<file path="src/rtl/tcfx_pkg.sv">
// Package: shared types and constants for the tracker channel effect engine.
`timescale 1ns / 1ps
package tcfx_pkg;
    localparam int NUM_VOICES = 7;
    localparam int VW = 3;

    localparam logic [2:0] K_NONE  = 3'd0;
    localparam logic [2:0] K_ARP   = 3'd1;
    localparam logic [2:0] K_PITCH = 3'd2;
    localparam logic [2:0] K_FADE  = 3'd3;
    localparam logic [2:0] K_TREM  = 3'd4;

    localparam logic [7:0] FX_INST  = 8'd1;
    localparam logic [7:0] FX_ARP   = 8'd2;
    localparam logic [7:0] FX_UP    = 8'd3;
    localparam logic [7:0] FX_DOWN  = 8'd4;
    localparam logic [7:0] FX_FIN   = 8'd5;
    localparam logic [7:0] FX_FOUT  = 8'd6;
    localparam logic [7:0] FX_TREM  = 8'd7;
    localparam logic [7:0] KEEP_VOL = 8'hFF;

    localparam logic OP_TICK = 1'b0;
    localparam logic OP_ROW  = 1'b1;

    localparam logic [2:0] ADDR_NOISE = 3'd0;

    typedef struct packed {
        logic        opcode;
        logic [2:0]  voice;
        logic [15:0] note_freq;
        logic [7:0]  row_volume;
        logic [7:0]  effect_id;
        logic [7:0]  effect_x;
        logic [7:0]  effect_y;
        logic [15:0] alt_freq_x;
        logic [15:0] alt_freq_y;
        logic [7:0]  slide_speed;
    } t_in;

    typedef struct packed {
        logic [2:0]  out_voice;
        logic        freq_write;
        logic [15:0] frequency;
        logic        vol_write;
        logic [7:0]  volume;
        logic        wave_write;
        logic [7:0]  instrument;
        logic [1:0]  noise_mode;
        logic        fx_active;
        logic        last;
    } t_out;

    // one memory word per voice
    typedef struct packed {
        logic [15:0] base_pitch;
        logic [2:0]  effect_kind;
        logic [15:0] arp_note_two;
        logic [15:0] arp_note_three;
        logic [1:0]  arp_length;
        logic [1:0]  arp_position;
        logic [15:0] slide_target;
        logic [15:0] slide_now;
        logic [7:0]  set_volume;
        logic [7:0]  fade_goal;
        logic [7:0]  fade_now;
        logic [7:0]  hold_ticks;
        logic [7:0]  hold_left;
        logic        trem_muted;
    } t_vstate;

    localparam t_vstate VSTATE_RESET = '{
        base_pitch: 16'd0, effect_kind: K_NONE, arp_note_two: 16'd0,
        arp_note_three: 16'd0, arp_length: 2'd3, arp_position: 2'd0,
        slide_target: 16'd0, slide_now: 16'd0, set_volume: 8'd0,
        fade_goal: 8'd0, fade_now: 8'd0, hold_ticks: 8'd0, hold_left: 8'd0,
        trem_muted: 1'b0};

    typedef enum logic [1:0] {S_IDLE, S_READ, S_CALC, S_OUT} t_state;
endpackage

</file>
<file path="src/rtl/tracker_channel_fx_engine.sv">
// Top level: handshake, APB register, sequencer around the voice state memory.
`timescale 1ns / 1ps
// A row event's result is registered after acceptance by a memory read, then an
// update with write-back and result register load, and the next transaction is
// taken after a settle step; a tick walks the 7 voices through the same
// read-modify-write; every update waits while an earlier result is not yet taken,
// and the sequencer then returns to idle. One transaction is in flight at a time; the
// sequencer's read, update and settle steps set the rate. Row events for a voice
// number of 7 give no result.
module tracker_channel_fx_engine (
    input  logic             i_clk,
    input  logic             i_rst_n,
    input  logic             i_valid,
    output logic             o_stall,
    input  tcfx_pkg::t_in    i_data,
    output logic             o_valid,
    input  logic             i_stall,
    output tcfx_pkg::t_out   o_data,
    input  logic             psel,
    input  logic             penable,
    input  logic             pwrite,
    input  logic [2:0]       paddr,
    input  logic [31:0]      pwdata,
    output logic [31:0]      prdata,
    output logic             pready
);
    import tcfx_pkg::*;
    t_state r_state, n_state;
    t_in    r_in;
    logic [2:0] r_voice, n_voice;
    logic [7:0] r_noise;
    t_out   r_out;
    logic   r_ovalid;
    t_vstate rd, wr;
    t_out   res;
    logic   we, load_out;

    assign pready = 1'b1;
    assign prdata = (paddr == ADDR_NOISE) ? {24'd0, r_noise} : 32'd0;
    always_ff @(posedge i_clk) begin
        if (!i_rst_n) r_noise <= 8'hFF;
        else if (psel && penable && pwrite && paddr == ADDR_NOISE) r_noise <= pwdata[7:0];
    end

    assign o_stall = (r_state != S_IDLE);

    tcfx_mem u_mem (.i_clk(i_clk), .i_rst_n(i_rst_n), .i_we(we), .i_waddr(r_voice),
                    .i_wdata(wr), .i_raddr(r_voice), .o_rdata(rd));
    tcfx_calc u_calc (.i_in(r_in), .i_voice(r_voice), .i_noise_inst(r_noise),
                      .i_st(rd), .o_st(wr), .o_res(res));

    always_comb begin
        n_state = r_state;
        n_voice = r_voice;
        we = 1'b0;
        load_out = 1'b0;
        case (r_state)
            S_IDLE: if (i_valid) begin
                n_state = S_READ;
                n_voice = (i_data.opcode == OP_TICK) ? 3'd0 : i_data.voice;
                if (i_data.opcode == OP_ROW && i_data.voice >= 3'(NUM_VOICES))
                    n_state = S_IDLE;
            end
            S_READ: n_state = S_CALC;
            S_CALC: if (!r_ovalid || !i_stall) begin
                we = 1'b1;
                load_out = 1'b1;
                n_state = S_OUT;
            end
            S_OUT: begin
                if (r_in.opcode == OP_TICK && r_voice != 3'(NUM_VOICES - 1)) begin
                    n_voice = r_voice + 3'd1;
                    n_state = S_READ;
                end else n_state = S_IDLE;
            end
            default: n_state = S_IDLE;
        endcase
    end

    always_ff @(posedge i_clk) begin
        if (!i_rst_n) begin
            r_state <= S_IDLE;
            r_voice <= 3'd0;
            r_ovalid <= 1'b0;
        end else begin
            r_state <= n_state;
            r_voice <= n_voice;
            if (load_out) r_ovalid <= 1'b1;
            else if (!i_stall) r_ovalid <= 1'b0;
        end
    end

    always_ff @(posedge i_clk) begin
        if (r_state == S_IDLE && i_valid) r_in <= i_data;
        if (load_out) r_out <= res;
    end

    assign o_valid = r_ovalid;
    assign o_data = r_out;

    a_no_accept_busy: assert property (@(posedge i_clk) disable iff (!i_rst_n)
        (r_state != S_IDLE) |-> o_stall) else $error("accepted while busy");
    a_write_with_out: assert property (@(posedge i_clk) disable iff (!i_rst_n)
        we |=> o_valid) else $error("write-back without result");
    a_voice_range: assert property (@(posedge i_clk) disable iff (!i_rst_n)
        (r_state == S_CALC) |-> (r_voice < 3'(NUM_VOICES))) else $error("bad voice");
endmodule

</file>
<file path="src/rtl/tcfx_mem.sv">
// Voice state memory: one write port, one registered read port, valid bits.
`timescale 1ns / 1ps
module tcfx_mem (
    input  logic               i_clk,
    input  logic               i_rst_n,
    input  logic               i_we,
    input  logic [2:0]         i_waddr,
    input  tcfx_pkg::t_vstate  i_wdata,
    input  logic [2:0]         i_raddr,
    output tcfx_pkg::t_vstate  o_rdata
);
    import tcfx_pkg::*;
    t_vstate r_mem [NUM_VOICES];
    logic [NUM_VOICES-1:0] r_valid;
    t_vstate r_rd;
    logic r_rd_valid;

    always_ff @(posedge i_clk) begin
        if (i_we) r_mem[i_waddr] <= i_wdata;
        r_rd <= r_mem[i_raddr];
    end

    always_ff @(posedge i_clk) begin
        if (!i_rst_n) begin
            r_valid <= '0;
            r_rd_valid <= 1'b0;
        end else begin
            if (i_we) r_valid[i_waddr] <= 1'b1;
            r_rd_valid <= r_valid[i_raddr];
        end
    end

    assign o_rdata = r_rd_valid ? r_rd : VSTATE_RESET;
endmodule

</file>
<file path="src/rtl/tcfx_calc.sv">
// Per-voice update: row event and effect tick logic on one state word.
`timescale 1ns / 1ps
module tcfx_calc (
    input  tcfx_pkg::t_in      i_in,
    input  logic [2:0]         i_voice,
    input  logic [7:0]         i_noise_inst,
    input  tcfx_pkg::t_vstate  i_st,
    output tcfx_pkg::t_vstate  o_st,
    output tcfx_pkg::t_out     o_res
);
    import tcfx_pkg::*;
    logic [16:0] sum, diff;
    logic [9:0]  step;
    logic        had_freq, had_vol, fresh_note;
    logic [1:0]  pos1;

    always_comb begin
        o_st = i_st;
        o_res = '0;
        o_res.out_voice = i_voice;
        step = {i_in.slide_speed, 2'b00};
        sum = {1'b0, i_st.slide_now} + {7'd0, step};
        diff = (i_st.slide_now > {6'd0, step}) ?
               {1'b0, i_st.slide_now} - {7'd0, step} : 17'd0;
        pos1 = i_st.arp_position + 2'd1;
        had_freq = (i_st.effect_kind == K_ARP) || (i_st.effect_kind == K_PITCH);
        had_vol = (i_st.effect_kind == K_FADE) || (i_st.effect_kind == K_TREM);
        fresh_note = i_in.note_freq != 16'd0;
        if (i_in.opcode == OP_TICK) begin
            o_res.last = (i_voice == 3'(NUM_VOICES - 1));
            case (i_st.effect_kind)
                K_ARP: begin
                    o_res.freq_write = 1'b1;
                    o_res.frequency = (i_st.arp_position == 2'd0) ? i_st.base_pitch :
                                      (i_st.arp_position == 2'd1) ? i_st.arp_note_two :
                                      i_st.arp_note_three;
                    o_st.arp_position = ({1'b0, i_st.arp_position} + 3'd1 >=
                                         {1'b0, i_st.arp_length}) ? 2'd0 : pos1;
                end
                K_PITCH: begin
                    if (i_st.slide_now < i_st.slide_target) begin
                        if (sum >= {1'b0, i_st.slide_target}) begin
                            o_st.effect_kind = K_NONE;
                            o_st.slide_now = i_st.slide_target;
                        end else o_st.slide_now = sum[15:0];
                    end else if (i_st.slide_now > i_st.slide_target) begin
                        if (diff <= {1'b0, i_st.slide_target}) begin
                            o_st.effect_kind = K_NONE;
                            o_st.slide_now = i_st.slide_target;
                        end else o_st.slide_now = diff[15:0];
                    end else begin
                        o_st.effect_kind = K_NONE;
                    end
                    o_res.freq_write = 1'b1;
                    o_res.frequency = o_st.slide_now;
                end
                K_FADE: begin
                    if (i_st.hold_left == 8'd0) begin
                        if (i_st.fade_now < i_st.fade_goal)
                            o_st.fade_now = i_st.fade_now + 8'd1;
                        else if (i_st.fade_now > i_st.fade_goal)
                            o_st.fade_now = i_st.fade_now - 8'd1;
                        o_res.vol_write = 1'b1;
                        o_res.volume = o_st.fade_now;
                        if (o_st.fade_now == i_st.fade_goal) o_st.effect_kind = K_NONE;
                        o_st.hold_left = i_st.hold_ticks;
                    end else o_st.hold_left = i_st.hold_left - 8'd1;
                end
                K_TREM: begin
                    if (i_st.hold_left == 8'd0) begin
                        o_st.trem_muted = ~i_st.trem_muted;
                        o_res.vol_write = 1'b1;
                        o_res.volume = o_st.trem_muted ? 8'd0 : i_st.set_volume;
                        o_st.hold_left = i_st.hold_ticks;
                    end else o_st.hold_left = i_st.hold_left - 8'd1;
                end
                default: ;
            endcase
        end else begin
            o_res.last = 1'b1;
            if (fresh_note) o_st.base_pitch = i_in.note_freq;
            if (i_in.row_volume != KEEP_VOL) begin
                o_st.set_volume = i_in.row_volume;
                o_res.vol_write = 1'b1;
                o_res.volume = i_in.row_volume;
            end
            case (i_in.effect_id)
                FX_ARP: begin
                    o_st.effect_kind = K_ARP;
                    o_st.arp_note_two = i_in.alt_freq_x;
                    o_st.arp_note_three = i_in.alt_freq_y;
                    o_st.arp_length = (i_in.effect_y == 8'hFF) ? 2'd2 : 2'd3;
                    o_st.arp_position = 2'd0;
                    o_res.fx_active = 1'b1;
                end
                FX_UP, FX_DOWN: begin
                    o_st.effect_kind = K_PITCH;
                    o_st.slide_target = i_in.alt_freq_x;
                    o_st.slide_now = o_st.base_pitch;
                    o_res.freq_write = 1'b1;
                    o_res.frequency = o_st.base_pitch;
                    o_res.fx_active = 1'b1;
                end
                FX_FIN, FX_FOUT: begin
                    o_st.effect_kind = K_FADE;
                    if (i_in.effect_id == FX_FIN) begin
                        o_st.fade_goal = o_st.set_volume;
                        o_st.fade_now = 8'd0;
                    end else begin
                        o_st.fade_goal = 8'd0;
                        o_st.fade_now = o_st.set_volume;
                    end
                    o_res.vol_write = 1'b1;
                    o_res.volume = o_st.fade_now;
                    o_st.hold_ticks = i_in.effect_x;
                    o_st.hold_left = i_in.effect_x;
                    if (fresh_note || had_freq) begin
                        o_res.freq_write = 1'b1;
                        o_res.frequency = o_st.base_pitch;
                    end
                    o_res.fx_active = 1'b1;
                end
                FX_TREM: begin
                    o_st.effect_kind = K_TREM;
                    o_st.hold_ticks = i_in.effect_x;
                    o_st.hold_left = i_in.effect_x;
                    o_st.trem_muted = 1'b0;
                    if (fresh_note || had_freq) begin
                        o_res.freq_write = 1'b1;
                        o_res.frequency = o_st.base_pitch;
                    end
                    o_res.fx_active = 1'b1;
                end
                default: begin
                    if (i_in.effect_id == FX_INST) begin
                        o_res.wave_write = 1'b1;
                        if (i_in.effect_x == i_noise_inst) begin
                            o_res.noise_mode = (i_in.effect_y == 8'd0) ? 2'd1 : 2'd2;
                        end else begin
                            o_res.instrument = i_in.effect_x;
                        end
                    end
                    o_st.effect_kind = K_NONE;
                    if (fresh_note || had_freq) begin
                        o_res.freq_write = 1'b1;
                        o_res.frequency = o_st.base_pitch;
                    end
                    if (had_vol) begin
                        o_res.vol_write = 1'b1;
                        o_res.volume = o_st.set_volume;
                    end
                end
            endcase
        end
    end
endmodule

</file>
<file path="config.mk">
export PLATFORM = sky130hd
export DESIGN_NAME = tracker_channel_fx_engine
export DESIGN_NICKNAME = d
export VERILOG_FILES = /design/src/rtl/tcfx_pkg.sv /design/src/rtl/tracker_channel_fx_engine.sv /design/src/rtl/tcfx_mem.sv /design/src/rtl/tcfx_calc.sv
export SDC_FILE = /design/constraint.sdc
export NUM_CORES = 2
export LEC_CHECK = 0
export BUFFER_PORTS_ARGS = -buffer_cell sky130_fd_sc_hd__buf_2
export CORE_ASPECT_RATIO = 0.8
export CORE_UTILIZATION = 60
export CTS_CLUSTER_SIZE = 10
export DETAILED_ROUTE_END_ITERATION = 8
export PLACE_DENSITY = 0.8
export SYNTH_ARGS = -nofsm -noshare
export SYNTH_HDL_FRONTEND = slang
export SYNTH_SLANG_ARGS = --single-unit
</file>
<file path="constraint.sdc">
create_clock -name i_clk -period 19.9 [get_ports i_clk]
set_input_delay 0.995 -clock i_clk [delete_from_list [all_inputs] [get_ports i_clk]]
set_output_delay 0.995 -clock i_clk [all_outputs]
set_load 0.01 [all_outputs]
</file>
== Yosys cells after proc, flatten, opt, wreduce, memory -nomap -nowiden ==
Memories as Yosys holds them, arrays and structs flattened. A register that Yosys moved wholly into a read port is not among the register bits.
Index checks and enable logic that the tools add are counted.
Widths: inputs -> output; s select.

* Equal/unequal tests: 25
* Muxes and demuxes: 85
* Reduce and logical (&&, ||, !) cells: 32
* Add/subtract/negate cells: 8
* Bitwise operators: 5
* $lt $le $gt $ge: 11

{| class="wikitable"
|+ Operator list
! operator !! number
|-
| $mux 16 || 15
|-
| $mux 128 || 1
|-
| $mux 8 || 15
|-
| $pmux 17 s2 || 2
|-
| $mux 9 || 5
|-
| $mux 36 || 1
|-
| $pmux 9 s2 || 2
|-
| $mux 17 || 2
|-
| $mux 34 || 1
|-
| $eq 8x3->1 const B || 4
|-
| $mux 32 || 1
|-
| $mux 3 || 10
|-
| $mux 26 || 1
|-
| $reduce_or 9->1 || 2
|-
| $add 16x10->17 || 1
|-
| $ge 17x16->1 || 1
|-
| $le 17x16->1 || 1
|-
| $sub 16x10->17 || 1
|-
| $eq 8x2->1 const B || 2
|-
| $eq 8x8->1 || 2
|-
| $gt 16x10->1 || 1
|-
| $gt 16x16->1 || 1
|-
| $logic_not 8->1 || 2
|-
| $lt 16x16->1 || 1
|-
| other kinds (46) || 91
|}

* RAM bits: 896
* Memories: 1
* Flip-flop bits (word level): 153
* Logic and storage cells: 192
* Output and inout bits: 77

{| class="wikitable"
|+ Memory list
! name !! words !! bits a word !! read ports !! clocked after memory_dff !! wr ports !! line !! source
|-
| u_mem.r_mem || 7 || 128 || 1 || 1 || 1 || tcfx_mem.sv:13 || <nowiki>t_vstate r_mem [NUM_VOICES];</nowiki>
|}

== Depth between registers and ports, before layout ==
* Word-level depth: 12
* Gate-level depth with buffers: 28

== Modules after synthesis ==
From an unflattened synthesis, not the netlist that was laid out.

* Cells, all modules: 3,633
* Area total of the unflattened synthesis: 50,769.9 um^2

{| class="wikitable"
|+ By module, submodules not included
! module !! area each (um^2) !! cells each !! sequential area each (um^2) !! times used
|-
| tcfx_mem || 38,346.8 || 2,212 || 29,628.4 || 1
|-
| tcfx_calc || 7,378.3 || 1,156 || 0.0 || 1
|-
| tracker_channel_fx_engine || 5,044.8 || 265 || 4,304.1 || 1
|}

== Worst setup path before layout ==
OpenSTA, ideal clock, no wires.

* Path kind: in2reg
* Start point: input i_stall
* End point: memory u_mem.r_mem[0][0] (netlist name), enable pin
* Arrival: 9,994 ps
* Library setup time: 774 ps
* Path slack: 9,132 ps
* Stages: 3
* Path through: nand2_1 > nand2_1 > nor3_1

* Cells in the longest elaborated chain, start to end: 6

{| class="wikitable"
|+ RTL lines
! item !! line !! source
|-
| start, declared || tracker_channel_fx_engine.sv:17 || <nowiki>input logic i_stall,</nowiki>
|-
| $logic_not 1->1 || - ||
|-
| $logic_or 1x1->1 || tracker_channel_fx_engine.sv:65 || <nowiki>S_CALC: if (!r_ovalid || !i_stall) begin</nowiki>
|-
| $mux 1 || tracker_channel_fx_engine.sv:65 ||
|-
| $mux 1 || tracker_channel_fx_engine.sv:57 || <nowiki>case (r_state)</nowiki>
|-
| $mux 1 || tcfx_mem.sv:19 || <nowiki>if (i_we) r_mem[i_waddr] <= i_wdata;</nowiki>
|-
| $mux 1 (not written as such) || tcfx_mem.sv:19 ||
|-
| end, declared || tcfx_mem.sv:13 ||
|}

No other way between the ends.

==> summary.txt <==
Floorplan
  • Die height: 258 um
  • Chip Width: 322 um
  • Die ar.: 83300 um^2
  • Starting Density: 60.9%
  • Ports: 211
  • Core area: 80900 um^2
  • Rows: 93

Critical path
  • Slowest stage delay, CP: 0.91 ns
  • CP delay by family, top: compound AO/OA/AOI/OAI gates
  • Worst setup EP type: register
  • Critical-path cell list: buf_4 -> buf_4 -> and2_1 -> ha_1 -> inv_1 -> nor2_1 -> a32o_1 -> a211oi_1 -> a21oi_1 -> a21oi_1 -> nor2_1 -> ha_1 -> a21o_1 -> a21oi_1 -> o221ai_1 -> a2111oi_0 -> or2_2 -> nand2_4 -> and2_1 -> o31ai_1 -> o311ai_1
  • Crit path required time: 20.26 ns
  • Crit path top cell by count: a21oi_1
  • Arr. time, crit path: 8.44 ns
  • Worst Setup Start Kind: register
  • Buf+Inv Stages, Crit Path: 3
  • CP max stage cell: a2111oi_0
  • Crit path max fanout: 47
  • Setup CP Type: register to register

GRT
  • Total gr overflow: 0
  • Vias in the first global route: 31700
  • Initial antenna violation count: 3
  • Largest net degree at the start of global routing: 117
  • Gr usage total: 33.2%
  • First-pass GRT wire length: 202 mm

Clocking
  • CTS Hold Bufs: 0
  • Clk Latency, worst-skew pair: 0.74 ns
  • Clock transition at path regs: 0.06 ns
  • CTS tree: yes
  • Clk sink count: 1177
  • Max Root-Sink Buffers: 3
  • Postcts setup bufs: 0
  • CTS resizes: 0
  • H-tree depth: 4
  • Number of buffers created by CTS: 136
  • Clock root buffer: clkbuf_16

Yosys
  • Synth Flop Type: edfxtp_1
  • Synth Area per Inst: 13.5 um^2
  • Post-synthesis sequential area ratio: 68.7%
  • Mapped cell area: 49300 um^2
  • Number of distinct library cells after synthesis: 91
  • Post-synth EDFFs: 1027
  • Synth warnings: 0
  • FFs w/ async S/R, synth: 0%
  • Post-Syn Instances: 3652
  • Synthesized flop and latch total: 1177

Power
  • VDD IR-drop max: 0.000117 V
  • PwrDens: 136 nW/um^2
  • Gate power share: 24.7%
  • Sw frac: 33.3%
  • Overall power: 7.52 mW
  • Sequential Power Share: 44.6%
  • Clock share of power: 30.8%
  • P_leak: 19.2 nW
  • Pint: 5.02 mW
  • NetSw: 2.50 mW

Route
  • 1st-iter DRT viols: 4689
  • Vias: 33400
  • First-pass iteration count of the detailed router: 6
  • Antenna Nets Post-Route: 0
  • Wire length per cell: 27.7 um
  • WL final: 139 mm
  • Via density: 6.67
  • DRC: 0

Final layout
  • Non-filler cells, final: 5004
  • Share of post-route cells with drive strength above 1: 12.8%
  • Diodes inserted: 0
  • Fin nets: 4019
  • Area Overhead vs Synth: 12.2%

Place
  • Dpl cells: 4764
  • Gpl congestion: 0.987
  • DP Worst Slack: 12.35 ns
  • Input/output buffers: 161
  • Post-detail-place hpwl: 81.2 mm

STA
  • Max frequency: 124 MHz
  • Final setup vio count: 0
  • Relative slew slack: 16.0%
  • Min cycle time layout: 8.08 ns
  • Slew Viols, Final: 0
  • Fin Setup TNS: 0 ns
  • Unrepaired setup endpoints after global routing: false
  • Period utilization: 40.6%
  • Worst Tran Pin Value: 1.24 ns
  • Count of final hold-check violations: 0
  • Setup WS post-layout: 11.82 ns
  • Clock skew: 0.0314 ns

Flow run
  • Max Cap Viol: 0

Run status
  • Status: finished, final reports clean

Worst hold path
  • Hold WC Path Type: primary input to register
## area by class of cell
type / instances / area (um^2)
clock buffers: 227 / 3840
clock inverters: 13 / 255
inverters: 65 / 245
repair buffers: 228 / 1320
flip-flops and latches: 1177 / 33900
fillers: 5356 / 25600
multi-input cells: 2202 / 14400
well taps: 1092 / 1370
## worst paths after layout
kind,depth (start not counted),slack (ns),end,start
setup / recovery,21,11.82,u_mem.r_mem[4][46],u_mem.r_rd_valid
setup reg to reg,21,11.82,u_mem.r_mem[4][46],u_mem.r_rd_valid
hold / removal,1,0.42,r_in[31],i_data[31]
hold reg to reg,2,0.46,u_mem.r_rd[59],u_mem.r_mem[6][59]
## stage by stage
stage	cell area (um^2)	utilization [%]	hold slack, ns
floorplan	49400	-	0.406
global placement	51200	63.3	0.446
detailed placement	51200	63.3	0.454
CTS	55300	68.3	0.383
global route	55300	68.3	0.391
finish	55300	68.3	0.423
## Yosys cell counts (34+ instances only)
cell,instances,area share (%)
edfxtp_1,1027,63
nand2_1,357,2.7
nor2_1,275,2.1
o21ai_0,258,2.6
a21oi_1,219,2.2
clkbuf_1,156,1.2
dfxtp_1,150,6.1
mux2i_1,148,3.0
a22o_1,124,2.2
nand3_1,81,0.82
ha_1,74,1.9
a22oi_1,65,0.99
inv_1,64,0.49
mux4_2,41,1.9
xnor2_1,37,0.66
and2_1,36,0.46
o221ai_1,35,0.62
nand2b_1,34,0.43
## metal layers
metal	GRT usage (%)	up-vias	wire, um
met1	47.2	16300	53500
met2	49.8	2532	61700
met5	0	-	23
li1	-	14200	-
met3	7.85	344	18300
met4	13.0	4	4990
## power groups by stage
stage                     combinational (mW)  clock [mW]  sequential (mW)
after global routing                    1.97        2.43             3.37
after floorplan                         1.24           0             3.27
after detailed placement                1.78           0             3.38
after CTS                               1.80        2.33             3.34
final                                   1.85        2.31             3.35
after global placement                  1.75           0             3.37
## flip-flops by register name, summed over array words and instances (netlist names)
name              cells
u_mem.r_valid         7
r_voice               3
o_data               42
u_mem.r_rd          128
r_in                 89
u_mem.r_rd_valid      1
o_valid               1
r_state               2
u_mem.r_mem         896
r_noise               8
## cell families (layout without fill, tap and decap cells)
kind of cell    after synthesis  count (layout)  share of synthesized area (%)
flops                      1177            1177                           68.7
simple gates                930             930                           8.47
compound gates              904             904                           11.9
buf+inv                     296             533                           2.53
mux                         214             214                           5.46
fa+ha+maj                    79              79                           2.00
xor+xnor                     50              50                          0.972
other cells                   2              25                         0.0152
## layout by cell type (no fill, tap or decap), drive strengths merged, types with 26 or more instances in the layout
| master | netlist | layout |
|---|---|---|
| a22o | 124 | 124 |
| o21ai | 266 | 266 |
| inv | 65 | 70 |
| nand2 | 359 | 359 |
| mux4 | 41 | 41 |
| nor3 | 26 | 26 |
| xnor2 | 37 | 37 |
| o221ai | 35 | 35 |
| and2 | 38 | 38 |
| mux2i | 148 | 148 |
| nor2 | 275 | 275 |
| a21oi | 219 | 219 |
| nand2b | 34 | 34 |
| a22oi | 66 | 66 |
| dfxtp | 150 | 150 |
| edfxtp | 1027 | 1027 |
| nand4 | 28 | 28 |
| clkbuf | 156 | 227 |
| buf | 75 | 228 |
| nand3 | 81 | 81 |
| ha | 74 | 74 |
Note: power is estimated with default switching activity, not from simulation.
